<file path="src/rtl/sus_pkg.sv">
// sus_pkg: shared types and codes for the sorted unique set
// used by sus_cell and sorted_unique_set; no dependencies

package sus_pkg;

  localparam int DATA_W = 32;

  typedef logic signed [DATA_W-1:0] data_t;

  // operation kinds of an input item
  typedef enum logic [1:0] {
    KIND_INSERT = 2'd0,
    KIND_DELETE = 2'd1,
    KIND_LIST   = 2'd2
  } kind_t;

  // result status codes
  typedef enum logic [2:0] {
    ST_INSERTED = 3'd0,
    ST_PRESENT  = 3'd1,
    ST_FULL     = 3'd2,
    ST_REMOVED  = 3'd3,
    ST_NOTFOUND = 3'd4,
    ST_ELEMENT  = 3'd5,
    ST_EMPTY    = 3'd6
  } status_t;

  // per-cycle operation broadcast to every cell
  typedef enum logic [1:0] {
    CELL_HOLD   = 2'd0,
    CELL_INSERT = 2'd1,
    CELL_DELETE = 2'd2,
    CELL_ROTATE = 2'd3
  } cell_op_t;

  typedef struct packed {
    cell_op_t op;
    data_t    value;
  } cell_ctl_t;

endpackage

</file>
<file path="src/rtl/sus_cell.sv">
// sus_cell: one slot of the sorted chain, holds an entry and its valid bit
// depends on sus_pkg

module sus_cell (
  input  logic             clk,
  input  logic             rst_n,
  input  sus_pkg::cell_ctl_t ctl,
  input  logic             left_valid,
  input  logic             left_lt,
  input  sus_pkg::data_t   left_entry,
  input  logic             right_valid,
  input  sus_pkg::data_t   right_entry,
  input  sus_pkg::data_t   wrap_entry,
  output logic             valid,
  output logic             lt,
  output logic             eq,
  output sus_pkg::data_t   entry
);
  import sus_pkg::*;

  data_t entry_r, entry_nxt;
  logic  valid_r, valid_nxt;

  assign valid = valid_r;
  assign entry = entry_r;
  assign lt    = valid_r && (entry_r < ctl.value);
  assign eq    = valid_r && (entry_r == ctl.value);

  always_comb begin
    entry_nxt = entry_r;
    valid_nxt = valid_r;
    case (ctl.op)
      CELL_INSERT: begin
        if (!lt) begin
          entry_nxt = left_lt ? ctl.value : left_entry;
          valid_nxt = left_valid;
        end
      end
      CELL_DELETE: begin
        if (!lt) begin
          entry_nxt = right_entry;
          valid_nxt = right_valid;
        end
      end
      CELL_ROTATE: begin
        // last valid slot picks up the head so the ring closes
        entry_nxt = (valid_r && !right_valid) ? wrap_entry : right_entry;
      end
      default: begin
      end
    endcase
  end

  always_ff @(posedge clk) begin
    if (!rst_n) begin
      valid_r <= 1'b0;
    end else begin
      valid_r <= valid_nxt;
    end
  end

  always_ff @(posedge clk) begin
    entry_r <= entry_nxt;
  end

endmodule

</file>
<file path="src/rtl/sorted_unique_set.sv">
// sorted_unique_set: insert, delete and an empty list give exactly one result, in the cycle
// after accept; insert and delete sustain one item per cycle while the receiver does not stall;
// a list of n entries enters the list state, then loads its elements into the output register
// one per cycle while the receiver does not stall, the chain rotating one slot per element;
// the input stalls while a list streams or while the receiver stalls
// synchronous reset clears the valid bits, state, both counts and output valid; no entry reset

module sorted_unique_set #(
  parameter int CAPACITY = 16
) (
  input  logic                 clk,
  input  logic                 rst_n,
  input  logic                 in_valid,
  output logic                 in_stall,
  input  logic [1:0]           in_kind,
  input  logic signed [31:0]   in_value,
  output logic                 out_valid,
  input  logic                 out_stall,
  output logic [2:0]           out_status,
  output logic signed [31:0]   out_element,
  output logic                 out_last
);
  import sus_pkg::*;

  localparam int OCC_W = $clog2(CAPACITY + 1);

  // list sequencer states
  typedef enum logic [1:0] {
    FSM_IDLE = 2'b01,
    FSM_LIST = 2'b10
  } fsm_t;

  fsm_t             state_r, state_nxt;
  logic [OCC_W-1:0] occ_r, occ_nxt;
  logic [OCC_W-1:0] cnt_r, cnt_nxt;

  logic             out_valid_r, out_valid_nxt;
  status_t          out_status_r, out_status_nxt;
  data_t            out_element_r, out_element_nxt;
  logic             out_last_r, out_last_nxt;

  cell_ctl_t        ctl;
  logic [CAPACITY-1:0] valid_vec, lt_vec, eq_vec;
  data_t            entry_arr [CAPACITY];

  logic             can_load;
  logic             in_fire;
  logic             found;
  logic             full;

  // output register is free when empty or being taken this cycle
  assign can_load  = !out_valid_r || !out_stall;
  assign in_stall  = (state_r != FSM_IDLE) || !can_load;
  assign in_fire   = in_valid && !in_stall;

  assign found = |eq_vec;
  assign full  = valid_vec[CAPACITY-1];

  assign out_valid   = out_valid_r;
  assign out_status  = out_status_r;
  assign out_element = out_element_r;
  assign out_last    = out_last_r;

  // cell chain: entry 0 holds the smallest value
  for (genvar i = 0; i < CAPACITY; i++) begin : g_cell
    logic  l_valid, l_lt, r_valid;
    data_t l_entry, r_entry;

    if (i == 0) begin : g_head
      assign l_valid = 1'b1;
      assign l_lt    = 1'b1;
      assign l_entry = ctl.value;
    end else begin : g_body
      assign l_valid = valid_vec[i-1];
      assign l_lt    = lt_vec[i-1];
      assign l_entry = entry_arr[i-1];
    end

    if (i == CAPACITY - 1) begin : g_tail
      assign r_valid = 1'b0;
      assign r_entry = entry_arr[i];
    end else begin : g_inner
      assign r_valid = valid_vec[i+1];
      assign r_entry = entry_arr[i+1];
    end

    sus_cell u_cell (
      .clk        (clk),
      .rst_n      (rst_n),
      .ctl        (ctl),
      .left_valid (l_valid),
      .left_lt    (l_lt),
      .left_entry (l_entry),
      .right_valid(r_valid),
      .right_entry(r_entry),
      .wrap_entry (entry_arr[0]),
      .valid      (valid_vec[i]),
      .lt         (lt_vec[i]),
      .eq         (eq_vec[i]),
      .entry      (entry_arr[i])
    );
  end

  always_comb begin
    state_nxt       = state_r;
    occ_nxt         = occ_r;
    cnt_nxt         = cnt_r;
    out_valid_nxt   = out_valid_r && out_stall;
    out_status_nxt  = out_status_r;
    out_element_nxt = out_element_r;
    out_last_nxt    = out_last_r;
    ctl.op          = CELL_HOLD;
    ctl.value       = in_value;

    case (state_r)
      FSM_IDLE: begin
        if (in_fire) begin
          case (in_kind)
            KIND_INSERT: begin
              out_valid_nxt   = 1'b1;
              out_element_nxt = in_value;
              out_last_nxt    = 1'b1;
              if (found) begin
                out_status_nxt = ST_PRESENT;
              end else if (full) begin
                out_status_nxt = ST_FULL;
              end else begin
                out_status_nxt = ST_INSERTED;
                ctl.op         = CELL_INSERT;
                occ_nxt        = occ_r + OCC_W'(1);
              end
            end
            KIND_DELETE: begin
              out_valid_nxt   = 1'b1;
              out_element_nxt = in_value;
              out_last_nxt    = 1'b1;
              if (found) begin
                out_status_nxt = ST_REMOVED;
                ctl.op         = CELL_DELETE;
                occ_nxt        = occ_r - OCC_W'(1);
              end else begin
                out_status_nxt = ST_NOTFOUND;
              end
            end
            KIND_LIST: begin
              if (!valid_vec[0]) begin
                out_valid_nxt   = 1'b1;
                out_status_nxt  = ST_EMPTY;
                out_element_nxt = '0;
                out_last_nxt    = 1'b1;
              end else begin
                state_nxt = FSM_LIST;
                cnt_nxt   = occ_r;
              end
            end
            default: begin
              // unused kind: no result
            end
          endcase
        end
      end
      FSM_LIST: begin
        // send the head, rotate the ring by one slot
        if (can_load) begin
          out_valid_nxt   = 1'b1;
          out_status_nxt  = ST_ELEMENT;
          out_element_nxt = entry_arr[0];
          out_last_nxt    = (cnt_r == OCC_W'(1));
          ctl.op          = CELL_ROTATE;
          cnt_nxt         = cnt_r - OCC_W'(1);
          if (cnt_r == OCC_W'(1)) begin
            state_nxt = FSM_IDLE;
          end
        end
      end
      default: begin
        state_nxt = FSM_IDLE;
      end
    endcase
  end

  always_ff @(posedge clk) begin
    if (!rst_n) begin
      state_r     <= FSM_IDLE;
      occ_r       <= '0;
      cnt_r       <= '0;
      out_valid_r <= 1'b0;
    end else begin
      state_r     <= state_nxt;
      occ_r       <= occ_nxt;
      cnt_r       <= cnt_nxt;
      out_valid_r <= out_valid_nxt;
    end
  end

  always_ff @(posedge clk) begin
    out_status_r  <= out_status_nxt;
    out_element_r <= out_element_nxt;
    out_last_r    <= out_last_nxt;
  end

`ifndef SYNTHESIS
  // occupied slots always form a prefix of the chain
  a_valid_prefix: assert property (@(posedge clk) disable iff (!rst_n)
    ((valid_vec & (valid_vec + 1'b1)) == '0))
    else $error("valid bits not a prefix");

  // occupancy count tracks the valid bits
  a_occ_match: assert property (@(posedge clk) disable iff (!rst_n)
    ($countones(valid_vec) == int'(occ_r)))
    else $error("occupancy count mismatch");

  // no new item is taken while a list is streaming
  a_list_blocks: assert property (@(posedge clk) disable iff (!rst_n)
    (state_r == FSM_LIST) |-> in_stall)
    else $error("input accepted during list");

  // sending the final listed element ends the list
  a_list_end: assert property (@(posedge clk) disable iff (!rst_n)
    ((state_r == FSM_LIST) && can_load && (cnt_r == OCC_W'(1)))
      |=> (state_r == FSM_IDLE) && out_valid && out_last)
    else $error("list did not end on last element");

  // an accepted insert of a value already stored never changes occupancy
  a_dup_insert: assert property (@(posedge clk) disable iff (!rst_n)
    (in_fire && (in_kind == KIND_INSERT) && found) |=> $stable(occ_r))
    else $error("duplicate insert changed occupancy");
`endif

endmodule

</file>
<file path="config.mk">
export PLATFORM = sky130hd
export DESIGN_NAME = sorted_unique_set
export DESIGN_NICKNAME = d
export VERILOG_FILES = /design/src/rtl/sus_pkg.sv /design/src/rtl/sus_cell.sv /design/src/rtl/sorted_unique_set.sv
export SDC_FILE = /design/constraint.sdc
export NUM_CORES = 2
export LEC_CHECK = 0
export ABC_AREA = 1
export BUFFER_PORTS_ARGS = -buffer_cell sky130_fd_sc_hd__buf_2
export CELL_PAD_IN_SITES_DETAIL_PLACEMENT = 0
export CELL_PAD_IN_SITES_GLOBAL_PLACEMENT = 1
export CORE_UTILIZATION = 50
export CTS_CLUSTER_DIAMETER = 30
export DETAILED_ROUTE_END_ITERATION = 6
export PLACE_DENSITY_LB_ADDON = 0.1
export SKIP_CTS_REPAIR_TIMING = 1
export SYNTH_ARGS = -nofsm -noshare
export SYNTH_HDL_FRONTEND = slang
export SYNTH_SLANG_ARGS = --single-unit
</file>
<file path="constraint.sdc">
create_clock -name clk -period 12.32 [get_ports clk]
set_input_delay 1.848 -clock clk [delete_from_list [all_inputs] [get_ports clk]]
set_output_delay 1.848 -clock clk [all_outputs]
set_load 0.01 [all_outputs]
</file>
==> reports/results.txt <==
Status: complete, but fails checks
Failing checks: design-rule violations
Core ar.: 0.0954 mm2
Register share of total power: 26.7%
Worst-case clock buffer depth: 3
DRT Pass-1 Iters: 7
Synth Flop Type: edfxtp_1
Register bit total from synthesis: 577
Worst path depth: 24
WHS: 0.476 ns
Crit-path most repeated cell: nand2_1
Buf/Inv on CP: 7
Slew HR: 10.7%
Final GP Congestion: 0.962
Max VDD drop: 0.158 mV
Pwr/cell area: 235 mW/mm2
Max Cap Viol: 0
Rows: 113
Fillers: 8964
H-tree level count: 4
Sequential area share after synthesis: 35.2%
Commonest cells post-synth: nand2_1, inv_1, edfxtp_1, ha_1, o22ai_1
Max stage delay on crit path: 0.97 ns
TritonCTS Buffers: 177
Register area: 0.0170 mm2
Post-synth EDFFs: 548
Final min period: 7.45 ns
CTS clk-pin slew, worst paths: 0.04 ns
Hold path depth: 2
Crit path cell chain: buf_2, inv_1, buf_4, ha_1, nand2_1, nor2_1, nand3_1, nor2_1, nand2_1, nand2_1, nor2_1, nand2_1, nor2_2, nand4_1, nand2_1, nand2_1, inv_1, ha_1, buf_4, nor2_4, buf_4, buf_4, nand3_1, nand2_1
Final setup violation count: 0
Syn nets: 7041
Crit-path max FO: 96
Sw Share: 41.2%
Clock Latency Late Sink: 0.77 ns
CP top delay family: buffers and inverters
GR Overflow Total: 0
Initial core utilization: 50.7%
I/O pin count: 76
Most frequent cell after synthesis: nand2_1
Unrepaired setup endpoints after global routing: false
Fraction of layout cells with a size suffix above 1: 7.68%
Met1 usage: 52.5%
Initial drt markers: 5557
Reg2Reg Depth: 20
Synth top area cells: edfxtp_1, ha_1, nand2_1
Synth area leader: edfxtp_1
Syn avg cell area: 7.47 um2
GR Util met2: 57.4%
Period Utilization, post-route: 60.4%
Routed vias/inst: 6.08
Detailed-route wire length: 193000 um
Initial antenna violation count: 0
Root Driver: clkbuf_16
Tightest Pin Transition: 1.34 ns
Setup_tns: 0 ns
Area of the multi-input gates: 0.0257 mm2
Fmax: 134 MHz
DRC violations left: 3
Power Internal: 0.00761 W
Largest net degree at the start of global routing: 194
Area grow syn2layout: 14.0%
DRT antenna net count: 0
Total GRT Usage: 38.6%
Mapped Cells: 6475
CP Class: in -> reg
I/O Buffers: 75
CP required: 12.93 ns
Worst min path class: reg -> reg
First-pass GRT wire length: 286000 um
Clk sinks: 577
Yosys warnings: 0
Post-synth ARST share: 0%
DIE AREA: 0.0980 mm2
DR vias: 47718
DP HPWL: 131000 um
Final net count: 7000
CTS tree: built
Clock power frac: 34.1%
Crit path DAT: 8.05 ns
Worst Skew: 0.0352 ns
Vert. Die Dim: 313 um
Comb pwr share: 39.2%
Pins Over Slew Limit: 0
Hold Fails Final Rpt: 0
GR peak layer: met2
Static Leakage: 25.6 nW
Mapped cell area: 0.0484 mm2
Vias in the first global route: 45615
CP Launch Type: input pin
Yosys cell types: 41
GRT met3 Usage: 10.3%
DR WL/cell: 24.6 um
Share of the synthesized area in the top cell type: 34.0%
Die width: 313 um
Switch Pwr: 0.00533 W
CP endpoint kind: flip-flop
Slowest cell on the critical path: buf_4
==> registers in the layout (all words and copies together), names as in the netlist <==
| signal | flops |
|---|---|
| out_valid | 1 |
| g_cell.u_cell.entry | 512 |
| out_last | 1 |
| state_r | 2 |
| out_status | 3 |
| out_element | 32 |
| occ_r | 5 |
| g_cell.u_cell.valid | 16 |
| cnt_r | 5 |
==> cell families after synthesis <==
logic type | share of synthesized area (%)
adders and majority gates | 13.7
xor gates and xnor gates | 0.109
DFF | 35.2
buffers and inverters | 11.9
and+or+nand+nor | 25.9
AOI/OAI and AO/OA | 13.3
==> final cells by class <==
cell class                 count  area share, %
multi-input combinational   4465           46.6
antenna                        1        0.00453
inverter                    1030           7.00
clock buffer                 213           8.65
sequential                   577           30.9
tap                         1265           2.87
clock inverter               108           1.85
timing repair buffer         183           2.17
==> per-stage QoR <==
stage                     setup WS [ns]  total power [W]  instances  instance area, um2  utilization, %
after floorplan                    6.03          0.00680       6475               48400               -
after global placement             4.52          0.00829       7520               49400            51.8
after detailed placement           4.44          0.00838       7520               49400            51.8
after CTS                          5.21           0.0128       7841               55200            57.8
after global routing               4.58           0.0136       7841               55200            57.8
final                              4.87           0.0129       7842               55200            57.8
==> metal layers <==
metal  wire length (um)  part of all wire (%)
met5                  0                     0
met4               8520                   4.4
met3              23500                    12
met2              81100                    42
met1              79900                    41
==> cell usage in the layout, fill, tap and decap left out, types with 4 or more instances in the layout <==
cell	instances
a21oi_1	275
a31oi_1	5
buf_2	75
buf_4	107
bufinv_16	18
clkbuf_1	23
clkbuf_16	184
clkbuf_8	6
clkinv_1	125
clkinv_2	30
clkinv_4	5
clkinvlp_4	10
dfxtp_1	29
edfxtp_1	548
ha_1	526
inv_1	941
inv_6	6
nand2_1	1573
nand2_2	7
nand3_1	450
nand3_2	12
nand3_4	6
nand3b_2	10
nand4_1	376
nor2_1	396
nor2_2	6
nor2_4	4
nor3_1	10
o211ai_1	11
o21a_1	22
o21ai_0	131
o21ai_2	9
o21ai_4	5
o21bai_1	129
o22ai_1	481
xor2_1	5
==> worst reg2reg max path, delay by kind of cell, from the launching register on <==
kind,cells,cell delay [ns]
adder cells (fa/ha/maj),2,0.62
buffers and inverters,3,1.93
flip-flops,1,0.38
AND/OR/NAND/NOR,15,2.45
==> power by group through the flow <==
stage | clock network [W] | logic [W] | registers, W
floorplan | 0 | 0.00341 | 0.00339
global placement | 0 | 0.00483 | 0.00346
detailed placement | 0 | 0.00490 | 0.00348
CTS | 0.00443 | 0.00494 | 0.00345
global route | 0.00454 | 0.00556 | 0.00352
finish | 0.00442 | 0.00507 | 0.00346
==> final timing paths <==
check,from,slack [ns],to
max,in_value[31],4.87,g_cell[10].u_cell.entry[9]$_DFFE_PP_
min,state_r[1]$_SDFFE_PN0P_,0.48,state_r[1]$_SDFFE_PN0P_
max reg2reg,g_cell[12].u_cell.entry[31]$_DFFE_PP_,6.78,g_cell[10].u_cell.entry[9]$_DFFE_PP_
min reg2reg,state_r[1]$_SDFFE_PN0P_,0.48,state_r[1]$_SDFFE_PN0P_
Power figures use the tool's default switching activity.
